## src/rtl/boas_pkg.sv

```systemverilog
package boas_pkg;
    localparam int DEPTH_DEF = 256;
    localparam int DATA_WIDTH_DEF = 64;
    localparam int OP_W = 3;
    localparam int IDX_W = 16;
    localparam int VAL_W = 64;
    localparam int ST_W = 2;
    localparam int POS_W = 9;

    localparam logic [OP_W-1:0] OP_GET    = 3'd0;
    localparam logic [OP_W-1:0] OP_SET    = 3'd1;
    localparam logic [OP_W-1:0] OP_INSERT = 3'd2;
    localparam logic [OP_W-1:0] OP_APPEND = 3'd3;
    localparam logic [OP_W-1:0] OP_DELETE = 3'd4;
    localparam logic [OP_W-1:0] OP_CLEAR  = 3'd5;
    localparam logic [OP_W-1:0] OP_SIZE   = 3'd6;
    localparam logic [OP_W-1:0] OP_FIND   = 3'd7;

    localparam logic [ST_W-1:0] ST_DONE    = 2'd0;
    localparam logic [ST_W-1:0] ST_REFUSED = 2'd1;
    localparam logic [ST_W-1:0] ST_MISS    = 2'd2;

    typedef struct packed {
        logic [OP_W-1:0]  operation;
        logic [IDX_W-1:0] index;
        logic [VAL_W-1:0] value;
    } t_cmd;

    typedef struct packed {
        logic [ST_W-1:0]  status;
        logic [VAL_W-1:0] data;
        logic [POS_W-1:0] position;
    } t_rsp;
endpackage

```

## src/rtl/boas_if.sv

```systemverilog
interface boas_cmd_if;
    logic            valid;
    logic            ready;
    boas_pkg::t_cmd  payload;
    modport source (output valid, output payload, input ready);
    modport sink   (input valid, input payload, output ready);
endinterface


```

## src/rtl/boas_front.sv

```systemverilog
// Accepts requests into a two-entry queue towards the back end.
module boas_front (
    input  logic          i_clk,
    input  logic          i_rst_n,
    boas_cmd_if.sink      i_cmd,
    output logic          o_q_valid,
    output boas_pkg::t_cmd o_q_cmd,
    input  logic          i_q_pop
);
    boas_pkg::t_cmd r_mem [2];
    logic r_wp, r_rp;
    logic [1:0] r_cnt;
    logic push;

    assign i_cmd.ready = (r_cnt != 2'd2);
    assign push = i_cmd.valid && i_cmd.ready;
    assign o_q_valid = (r_cnt != 2'd0);
    assign o_q_cmd = r_mem[r_rp];

    // Queue storage.
    always_ff @(posedge i_clk) begin
        if (push) r_mem[r_wp] <= i_cmd.payload;
    end

    // Queue pointers and fill level.
    always_ff @(posedge i_clk) begin
        if (!i_rst_n) begin
            r_wp <= 1'b0;
            r_rp <= 1'b0;
            r_cnt <= 2'd0;
        end else begin
            if (push) r_wp <= ~r_wp;
            if (i_q_pop) r_rp <= ~r_rp;
            r_cnt <= r_cnt + {1'b0, push} - {1'b0, i_q_pop};
        end
    end
endmodule

```

## src/flat_wrapper.sv

```systemverilog
// flat-port wrapper written by rule: the top's interface ports become plain ports
module boas_front_flat 
  (i_clk, i_rst_n, o_q_valid, o_q_cmd, i_q_pop, i_cmd_valid, i_cmd_payload, i_cmd_ready);
  boas_cmd_if i_cmd_i ();
  input  logic i_clk;
  input  logic i_rst_n;
  output logic o_q_valid;
  output boas_pkg::t_cmd o_q_cmd;
  input  logic i_q_pop;
  input wire logic [$bits(i_cmd_i.valid)-1:0] i_cmd_valid;
  input wire logic [$bits(i_cmd_i.payload)-1:0] i_cmd_payload;
  output wire logic [$bits(i_cmd_i.ready)-1:0] i_cmd_ready;
  assign i_cmd_i.valid = i_cmd_valid;
  assign i_cmd_i.payload = i_cmd_payload;
  assign i_cmd_ready = i_cmd_i.ready;
  boas_front u_core (.i_clk(i_clk), .i_rst_n(i_rst_n), .i_cmd(i_cmd_i), .o_q_valid(o_q_valid), .o_q_cmd(o_q_cmd), .i_q_pop(i_q_pop));
endmodule
```

## config.mk

```make
export PLATFORM = sky130hd
export DESIGN_NAME = boas_front_flat
export DESIGN_NICKNAME = d
export VERILOG_FILES = /design/src/rtl/boas_pkg.sv /design/src/rtl/boas_if.sv /design/src/rtl/boas_front.sv /design/src/flat_wrapper.sv
export SDC_FILE = /design/constraint.sdc
export NUM_CORES = 1
export LEC_CHECK = 0
export ABC_AREA = 1
export BUFFER_PORTS_ARGS = -buffer_cell sky130_fd_sc_hd__buf_2
export CAP_MARGIN = 0
export CORE_ASPECT_RATIO = 0.9
export CORE_MARGIN = 4
export CORE_UTILIZATION = 47
export CTS_CLUSTER_SIZE = 20
export DETAILED_ROUTE_END_ITERATION = 7
export PLACE_DENSITY = 0.76
export SLEW_MARGIN = 20
export SYNTH_ARGS = -nofsm -noshare
export SYNTH_HDL_FRONTEND = slang
export SYNTH_SLANG_ARGS = --single-unit
```

## constraint.sdc

```tcl
create_clock -name i_clk -period 4.52 [get_ports i_clk]
set_input_delay 0.226 -clock i_clk [delete_from_list [all_inputs] [get_ports i_clk]]
set_output_delay 0.226 -clock i_clk [all_outputs]
set_load 0.02 [all_outputs]
```

== After elaboration in Yosys (flattened, before gate mapping) ==
Memory sizes are Yosys's and may differ from the RTL's. A register that Yosys moved wholly into a read port is not among the register bits.
Index checks and enable logic that the tools add are counted.
Operators by class
  muxes and demuxes: 4
  bitwise operators: 2
  equal/unequal tests: 1
  add/sub/neg operators: 2
  reduce and logical (&&, ||, !) cells: 2
Operators by type and width (number)
  $mux 1: 4
  $add 2x1->2: 1
  $ne 2x2->1 const B: 1
  $not 1->1: 2
  $reduce_bool 2->1: 1
  $sub 2x1->2: 1
  $logic_and 1x1->1: 1
Word-level totals
  logic and storage cells: 15
  memories kept: 1
  output and inout port bits: 85
  RAM bits: 166
  register bits: 4
  input port bits: 87
Memories
  u_core.r_mem: depth 2, bits a word 83, read ports 1, clocked after Yosys merged registers in 1, wr ports 1, line boas_front.sv:10  | boas_pkg::t_cmd r_mem [2];

== Logic depth before layout (Yosys ltp) ==
Gate-level depths: netlist of run 1.
  word-level depth: 4
  depth in mapped cells: 7
  gate-level depth less buffers: 7

== Worst setup path after synthesis of run 1 ==
Ideal clock, no wire load.
  path type: register to register
  from: register u_core.r_cnt[0]
  to: memory u_core.r_mem[0][0] (netlist bit) (enable)
  setup time: 0.525 ns
  required time: 3.995 ns
  clock period less this slack: 4.654 ns
  path slack: -0.134 ns
  cell stages (with the launch flop): 5
  path buffers: 0
  arrival: 4.129 ns
  path through: dfxtp_1 inv_1 nand2_1 nand2_1 nor2_1
Between the ends
  word-level cells in the longest chain between the ends: 4
RTL lines
  start: declaration: line boas_front.sv:12  | logic [1:0] r_cnt;
  start signal: assignment: line boas_front.sv:34  | r_cnt <= r_cnt + {1'b0, push} - {1'b0, i_q_pop};
  $ne 2x2->1: line boas_front.sv:15  | assign i_cmd.ready = (r_cnt != 2'd2);
  named net i_cmd_ready: line flat_wrapper.sv:12  | output wire logic [$bits(i_cmd_i.ready)-1:0] i_cmd_ready;
  $logic_and 1x1->1: line boas_front.sv:16  | assign push = i_cmd.valid && i_cmd.ready;
  $mux 1: line boas_front.sv:22  | if (push) r_mem[r_wp] <= i_cmd.payload;
  $mux 1 (not written as such): line boas_front.sv:22
  end: declaration: line boas_front.sv:10
The timed path passes the listed nets, and every way through them passes these cells.

==> results.cfg, run 1 <==
[yosys]
syn_inst = 289
yosysWarnings = 0
yosysUniqueCellTypes = 15
synth_seq_area_share_pct = 77.57
synthesis.area_um2 = 6555
synth.net_count = 377
avgSynthCellArea_um2 = 22.68
ys_ff_latch = 171

[die]
die-height_um = 120.0
die-area_um2 = 15900
core_um2 = 13510
rows = 40
die_w_um = 132.5
start_util_pct = 48.51
pin_count = 172

[final_layout]
nNetsFinal = 642
instances_no_fill = 734
multi_input_area_um2 = 1306
layout-drive-gt1-share_pct = 50.53
regArea_um2 = 5089
fillerInstances = 937
area_growth_pct = 34.93
antenna_cells = 0

[drt]
detail_route.vias_per_cell = 4.743
routed-via-count = 3481
ant_nets = 0
wl_mm = 12.15
first_pass_iters = 4
routedWlPerCell_um = 16.55
drtIter0Drc = 195
drc = 0

[sta]
fin_skew_ps = 8.278
slew_headroom_pct = 42.74
finalMaxSlewViolations = 0
fin_crit_ps = 2454
hold_violations = 0
fmax_mhz = 407.4
worst_slew_pin_slew_ps = 859.0
setup_viol = 0
period_share_pct = 54.30
tns_ps = 0
grt_setup_unrepaired = false

[clock_tree]
cts_hold_buf = 76
clk_path_buf_depth = 2
cts_buffers = 17
htreeDepth = 4
postCtsResizedCells = 0
clk_latency_ps = 410
cts_tree = yes
clk_pin_slew_worst_paths_ps = 60
clock-sinks = 171
postCtsSetupRepairBufs = 0
clockRootBuffer = clkbuf_16

[grt]
grt_pass1_wl_mm = 19.07
grt_pass1_vias = 3814
gr-total-overflow = 0
track_usage_pct = 15.71
grt_max_degree = 50
antenna_found_initial = 0

[pwr]
combPwrFrac_pct = 15.7
clockPowerShare_pct = 34.2
swShare_pct = 23.38
p_switching_uw = 909.5
finalPower_mw = 3.890
pwr-share-seq_pct = 50.1
total_leakage_power_nw = 3.538
ir_drop_v = 0.0002891
p_per_area_nw_per_um2 = 439.8
internal_power_mw = 2.981

[placement]
port_buffers = 171
place_inst = 624
dp_hpwl_mm = 7.675
place.gp.congestion = 0.7564

[worst_hold_path]
worstHoldStart = i_cmd_payload[67]
holdCritPathClass = in -> reg
hold_path_depth = 1
hold_end = u_core.r_mem[0][67]

[critical_path]
path_delay_family = buffers and inverters
critical_path.max_stage_delay_ps = 710
r2r_start = u_core.r_cnt[1]
r2r_setup_slack_ps = 2140
cp-end-kind = output port
crit_buf_inv = 2
cp_max_fo = 34
path_class = reg -> out
cp_slowest_cell = dfxtp_4
crit_arrival_ps = 2230
r2r_end = u_core.r_mem[1][62]
reg2reg_depth = 6
path_cells = buf_4 > mux2_4 > buf_2
cp-start-kind = flop
crit_required_ps = 4290

[outcome]
status = finished clean

[run]
drv_cap = 0
-- cell type report --
| cell class | instances | share of cell area, % |
|---|---|---|
| Clock inverter | 12 | 1.202 |
| Sequential cell | 171 | 57.53 |
| Inverter | 4 | 0.1839 |
| Multi-Input combinational cell | 105 | 14.77 |
| Tap cell | 168 | 2.377 |
| Clock buffer | 19 | 4.895 |
| Timing Repair Buffer | 255 | 19.04 |
-- sequential cells by signal, indices dropped and copies added, names as in the netlist, named ones only --
name,flops
u_core.r_mem,166
u_core.r_cnt,2
u_core.r_rp,1
u_core.r_wp,1
-- cells in the mapped netlist --
cell | count | share of area (%)
xnor2_1 | 1 | 0.13
buf_6 | 1 | 0.17
buf_12 | 7 | 2.1
edfxtp_1 | 166 | 76
or2_2 | 1 | 0.095
mux2_4 | 70 | 16
dfxtp_1 | 5 | 1.5
nor2_1 | 8 | 0.46
nand2_1 | 9 | 0.52
nand3_1 | 1 | 0.076
ha_1 | 1 | 0.19
a21oi_1 | 1 | 0.076
inv_1 | 4 | 0.23
buf_2 | 1 | 0.076
mux2_2 | 13 | 2.2
-- stage by stage --
stage / utilization, % / setup WS (ps) / hold WS (ps) / area, um^2
final: 65.45 / 2066 / 19.61 / 8845
after global routing: 65.45 / 1872 / 1.684 / 8845
after CTS: 65.23 / 2024 / 0.07586 / 8815
after detailed placement: 55.61 / 2077 / 417.3 / 7515
after global placement: 55.61 / 2221 / 414.7 / 7515
after floorplan: - / 1253 / 324.9 / 6558
-- cell families after synthesis --
logic type	count (synthesis)	synth area share (%)
AO/OA/AOI/OAI	1	0.07628
XOR/XNOR	1	0.1336
adder cells (fa/ha/maj)	1	0.1908
buffers and inverters	13	2.615
flip-flops	171	77.57
multiplexers	83	18.27
AND/OR/NAND/NOR	19	1.145
-- power groups by stage --
| stage | Combinational, mW | Sequential (mW) | Clock [mW] |
|---|---|---|---|
| after floorplan | 0.399 | 1.97 | 0 |
| after global placement | 0.550 | 1.98 | 0 |
| after detailed placement | 0.560 | 1.99 | 0 |
| after CTS | 0.613 | 1.95 | 1.37 |
| after global routing | 0.647 | 1.97 | 1.44 |
| final | 0.609 | 1.95 | 1.33 |
-- worst max path at each step --
stage | to | start | slack (ps) | depth (start not counted)
after floorplan | u_core.r_mem[0][0] | u_core.r_cnt[0] | 1250 | 4
after CTS | o_q_cmd[41] | flop | 2020 | 3
after global placement | u_core.r_mem[1][64] | u_core.r_cnt[0] | 2220 | 7
final | o_q_cmd[29] | flop | 2070 | 3
after global routing | u_core.r_mem[1][62] | u_core.r_cnt[1] | 1870 | 6
after detailed placement | u_core.r_mem[1][64] | u_core.r_cnt[0] | 2080 | 7
-- worst register-to-register path: stages (launching register included) --
cell and delay [ps]:
dfxtp_1 370, nand2_1 120, nand2_1 160, inv_1 80, nand2_1 100, clkinv_2 650
buf_4 580
-- metal layers --
layer,global-route usage [%],share of wire (%)
met2,26.79,51
met1,18.06,41
met3,5.574,5.7
met5,0,0
met4,6.558,1.8
-- cells in the final DEF, fill, tap and decap left out, drive strengths merged --
cell type    instances
clkbuf              19
or2                  1
edfxtp             166
nor2                 8
nand2                9
inv                  3
dlygate4sd3         79
xnor2                1
mux2                83
buf                176
clkinv              11
ha                   1
dfxtp                5
nand3                1
bufinv               2
a21oi                1
Power figures use the tool's default switching activity.
==> inputs of run 2 (changes only) <==
--- a/config.mk
+++ b/config.mk
@@ -5,15 +5,15 @@
 export SDC_FILE = /design/constraint.sdc
 export NUM_CORES = 1
 export LEC_CHECK = 0
-export ABC_AREA = 1
+export ABC_AREA = 0
 export BUFFER_PORTS_ARGS = -buffer_cell sky130_fd_sc_hd__buf_2
 export CAP_MARGIN = 0
 export CORE_ASPECT_RATIO = 0.9
 export CORE_MARGIN = 4
-export CORE_UTILIZATION = 47
+export CORE_UTILIZATION = 50
 export CTS_CLUSTER_SIZE = 20
 export DETAILED_ROUTE_END_ITERATION = 7
-export PLACE_DENSITY = 0.76
+export PLACE_DENSITY = 0.77
 export SLEW_MARGIN = 20
 export SYNTH_ARGS = -nofsm -noshare
 export SYNTH_HDL_FRONTEND = slang
==> constraint.sdc (replaced) <==
create_clock -name i_clk -period 2.4 [get_ports i_clk]
set_input_delay 0.12 -clock i_clk [delete_from_list [all_inputs] [get_ports i_clk]]
set_output_delay 0.12 -clock i_clk [all_outputs]
set_load 0.02 [all_outputs]
==> results.cfg, run 2 <==
[final_layout]
instances_no_fill = 734
area_growth_pct = 39.08
fillerInstances = 778
nNetsFinal = 646
final_cell_mix = buf_2 (171), edfxtp_1 (166), dlygate4sd3_1 (84)
largest_reg_flops = 166
regMostFlops = u_core.r_mem
antenna_cells = 0
layout_commonest_cell = buf_2
biggestRegsByFlops = u_core.r_mem: 166 flops, u_core.r_cnt: 2 flops
layout-drive-gt1-share_pct = 52.28

[pwr]
pwr-share-seq_pct = 44.5
combPwrFrac_pct = 14.8
clockPowerShare_pct = 40.7
p_switching_mw = 1.770
ir_drop_v = 0.0007264
p_per_area_nw_per_um2 = 889.3
internal_power_mw = 6.383
total_leakage_power_nw = 3.647
swShare_pct = 21.71

[die]
core_um2 = 12780
start_util_pct = 51.56
die-height_um = 116.9
rows = 39
die_w_um = 129.0
pin_count = 172
die-area_um2 = 15090

[critical_path]
cp-start-kind = flop
r2r_start = u_core.r_cnt[0]
cp-end-kind = output port
crit_arrival_ps = 1890
r2r_end = u_core.r_mem[1][80]
r2r_setup_slack_ps = 720
critical_path.max_stage_delay_ps = 600
crit_buf_inv = 2
cp_slowest_cell = dfxtp_4
reg2reg_depth = 3
path_class = reg -> out
path_delay_family = flip-flops
cp_max_fo = 21
crit_required_ps = 2280
path_cells = buf_4 > mux2_4 > buf_2
endpoint = o_q_cmd[16]
crit_cells = 3

[clock_tree]
cts_hold_buf = 84
postCtsSetupRepairBufs = 0
postCtsResizedCells = 0
clockRootBuffer = clkbuf_16
cts_tree = yes
cts_buffers = 17
clk_path_buf_depth = 2
clk_latency_ps = 420
clk_pin_slew_worst_paths_ps = 60
htreeDepth = 4
clock-sinks = 171

[grt]
antenna_found_initial = 0
grt_pass1_vias = 3770
grt_max_degree = 45
track_usage_pct = 17.39
gr-total-overflow = 0
grt_pass1_wl_mm = 19.36

[drt]
drtIter0Drc = 138
ant_nets = 0
detail_route.vias_per_cell = 4.817
routedWlPerCell_um = 17.42
routed-via-count = 3536
wl_mm = 12.79
drc = 0
first_pass_iters = 4

[sta]
grt_setup_unrepaired = false
fmax_mhz = 497.1
worst_slew_pin_slew_ps = 592.9
period_share_pct = 83.83
slew_headroom_pct = 60.47
fin_ws_ps = 388.2
tns_ps = 0
finalMaxSlewViolations = 0
fin_crit_ps = 2012
fin_skew_ps = 10.49
hold_violations = 0
setup_viol = 0

[placement]
dp_hpwl_mm = 7.621
port_buffers = 171
place_ws_ps = 710.3
place_inst = 619
place.gp.congestion = 0.7048

[yosys]
yosys.area.top_type = edfxtp_1
ys_top_cells_by_area = edfxtp_1 (76%), mux2_4 (16%), mux2_2 (2.2%)
ys_ff_latch = 171
syn_inst = 284
yosysUniqueCellTypes = 23
avgSynthCellArea_um2 = 23.21
synth.most_common_cell = edfxtp_1
synth.net_count = 372
netlist_top_cells_count = edfxtp_1 (166), mux2_4 (70), mux2_2 (13)
ys_async_sr_fraction_pct = 0
synth_flop_cell = edfxtp_1
synth_top_area_share_pct = 75.63
yosysWarnings = 0
synth-edff-count = 166
synth_seq_area_share_pct = 77.15
synthesis.area_um2 = 6591

[outcome]
status = finished clean

[run]
drv_cap = 0

[worst_hold_path]
holdCritPathClass = in -> reg
hold_path_depth = 3
## run 2: power groups by stage
stage               combinational (mW)  clock (mW)  sequential, mW
floorplan                        0.796           0            3.66
global placement                  1.09           0            3.67
detailed placement                1.10           0            3.69
CTS                               1.22        3.37            3.63
global route                      1.28        3.53            3.64
finish                            1.21        3.32            3.63
## run 2: cell families after synthesis
group,Yosys count,share of synthesized area [%]
fa+ha+maj,1,0.1898
simple gates,11,1.120
flops,171,77.15
xor+xnor,1,0.1329
mux,85,18.47
compound gates,4,0.4556
buf+inv,11,2.487
## run 2: layer usage
metal / share of wire (%) / vias to the layer above / wire, um / GRT usage (%)
li1: - / 1666 / - / -
met1: 40 / 1734 / 5147 / 19.79
met2: 52 / 122 / 6650 / 30.28
met3: 6.5 / 14 / 835 / 6.670
met4: 1.2 / 0 / 153 / 6.088
met5: 0 / - / 0 / 0
## run 2: worst reg2reg max path, delay by kind of cell (launching register included)
family	cells	cell delay, ps
simple gates	2	670
flops	1	370
buf+inv	1	330
## run 2: metrics by stage
| stage | util [%] | hold slack (ps) | total power [mW] | instance area [um^2] |
|---|---|---|---|---|
| global placement | 59.45 | 306.7 | 4.761 | 7601 |
| CTS | 71.71 | 36.62 | 8.209 | 9168 |
| finish | 71.71 | 64.48 | 8.153 | 9168 |
| detailed placement | 59.45 | 311.6 | 4.791 | 7601 |
| global route | 71.71 | 47.49 | 8.463 | 9168 |
| floorplan | - | 218.9 | 4.455 | 6596 |
## run 2: how the worst min path moves through the flow
stage	slack [ps]	from	to
after floorplan	220	i_cmd_payload[0]	u_core.r_mem[0][0]
after detailed placement	310	i_cmd_payload[42]	u_core.r_mem[0][42]
after global routing	50	i_q_pop	flop
after global placement	310	i_cmd_payload[10]	u_core.r_mem[1][10]
final	60	i_q_pop	flop
after CTS	40	i_q_pop	flop
## run 2: layout make-up
type	instances	area, um^2	share of cell area (%)
clock buffer	19	432.9	4.722
clock inverter	12	292.8	3.194
inverter	2	11.26	0.1228
multi-input combinational	102	1348	14.70
sequential	171	5089	55.51
tap	164	205.2	2.238
timing repair buffer	264	1789	19.52
==> inputs of run 3 (changes only) <==
==> constraint.sdc (replaced) <==
create_clock -name i_clk -period 1.95 [get_ports i_clk]
set_input_delay 0.0975 -clock i_clk [delete_from_list [all_inputs] [get_ports i_clk]]
set_output_delay 0.0975 -clock i_clk [all_outputs]
set_load 0.02 [all_outputs]
==> results.cfg, run 3 (synthesis results as in run 2) <==
[outcome]
status = finished clean

[critical_path]
crit_required_ps = 1850
path_cells = buf_12 > mux2_2 > buf_2
cp-start-kind = flop
cp-end-kind = output port
crit_arrival_ps = 1690
path_delay_family = buffers and inverters
r2r_setup_slack_ps = 560
reg2reg_depth = 5
r2r_start = u_core.r_cnt[0]
crit_cells = 3
r2r_end = u_core.r_cnt[1]
path_class = reg -> out
cp_slowest_cell = mux2_2
critical_path.max_stage_delay_ps = 390
crit_buf_inv = 2
cp_max_fo = 47

[die]
die_w_um = 129.0
start_util_pct = 51.56
pin_count = 172
core_um2 = 12780
rows = 39
die-area_um2 = 15090
die-height_um = 116.9

[pwr]
finalPower_mw = 9.077
p_per_area_nw_per_um2 = 1007
p_switching_mw = 2.135
pwr-share-seq_pct = 49.0
combPwrFrac_pct = 16.8
clockPowerShare_pct = 34.3
ir_drop_v = 0.001011
swShare_pct = 23.52
total_leakage_power_nw = 3.565
internal_power_mw = 6.943

[grt]
grt_pass1_wl_mm = 19.25
grt_max_degree = 50
grt_pass1_vias = 3745
busiest_layer = met2
antenna_found_initial = 0
met3_usage_pct = 6.579
use_met1_pct = 20.37
track_usage_pct = 17.13
gr-total-overflow = 0
use_met2_pct = 29.21

[worst_hold_path]
worstHoldStart = i_cmd_valid
holdCritPathClass = in -> reg
hold_end = u_core.r_wp
hold_path_depth = 3

[clock_tree]
clk_latency_ps = 420
cts_buffers = 17
htreeDepth = 4
clockRootBuffer = clkbuf_16
clk_path_buf_depth = 2
postCtsSetupRepairBufs = 0
clock-sinks = 171
postCtsResizedCells = 0
cts_hold_buf = 84
cts_tree = yes
clk_pin_slew_worst_paths_ps = 60

[final_layout]
largest_reg_flops = 166
regArea_um2 = 5091
fillerInstances = 824
layout_commonest_cell = buf_2
antenna_cells = 0
nNetsFinal = 643
biggestRegsByFlops = u_core.r_mem: 166 flops, u_core.r_cnt: 2 flops
final_cell_area_um2 = 9012
area_growth_pct = 36.73
layout-drive-gt1-share_pct = 51.32
post-route-util_pct = 70.49
final_cell_mix = buf_2 (171), edfxtp_1 (166), dlygate4sd3_1 (84)
regMostFlops = u_core.r_mem
instances_no_fill = 731
multi_input_area_um2 = 1348

[sta]
hold_violations = 0
worst_slew_pin_slew_ps = 379.4
fmax_mhz = 559.1
period_share_pct = 91.73
grt_setup_unrepaired = false
slew_headroom_pct = 74.71
fin_skew_ps = 6.885
finalMaxSlewViolations = 0
setup_viol = 0
tns_ps = 0
fin_crit_ps = 1789

[placement]
placed_area_um2 = 7631
place_inst = 616
place.gp.congestion = 0.7121
port_buffers = 171
dp_hpwl_mm = 7.541

[drt]
detail_route.vias_per_cell = 4.821
drtIter0Drc = 173
drc = 0
wl_mm = 12.59
routedWlPerCell_um = 17.23
first_pass_iters = 4
routed-via-count = 3524
ant_nets = 0

[run]
drv_cap = 0
[run 3: power groups by stage]
stage,clock [mW],combinational (mW),sequential (mW)
6_report,3.11,1.52,4.44
3_5_place_dp,0,1.40,4.52
2_1_floorplan,0,0.980,4.50
3_3_place_gp,0,1.38,4.50
5_1_grt,3.36,1.62,4.47
4_1_cts,3.17,1.54,4.44
[run 3: area by class of cell]
class	instances	area share (%)
sequential	171	56.49
inverter	2	0.1249
timing repair buffer	261	20.16
clock inverter	11	1.152
tap	164	2.277
multi-input combinational	102	14.95
clock buffer	20	4.845
[run 3: worst max path at each step]
| stage | end | slack, ps |
|---|---|---|
| after global routing | o_q_cmd[9] | 100 |
| after CTS | o_q_cmd[5] | 140 |
| final | o_q_cmd[9] | 160 |
| after floorplan | u_core.r_mem[0][0] | -300 |
| after detailed placement | u_core.r_cnt[1] | 570 |
| after global placement | u_core.r_mem[0][20] | 630 |
[run 3: routing by layer]
metal / vias to the layer above / share of wire [%]
met2: 127 / 51
met1: 1727 / 40
li1: 1660 / -
met3: 10 / 8.0
met4: 0 / 1.1
met5: - / 0
[run 3: worst reg2reg max path, stage by stage (launching register included)]
cell and delay, ps:
dfxtp_2 350, inv_1 50, ha_1 290, and2b_1 210, mux2i_1 230, mux2i_1 190
[run 3: stage by stage]
stage,worst slack [ps],hold slack [ps]
6_report,161.3,52.72
2_1_floorplan,-300.5,196.4
5_1_grt,104.6,60.67
3_3_place_gp,631.6,285.7
3_5_place_dp,573.7,288.7
4_1_cts,135.5,24.35
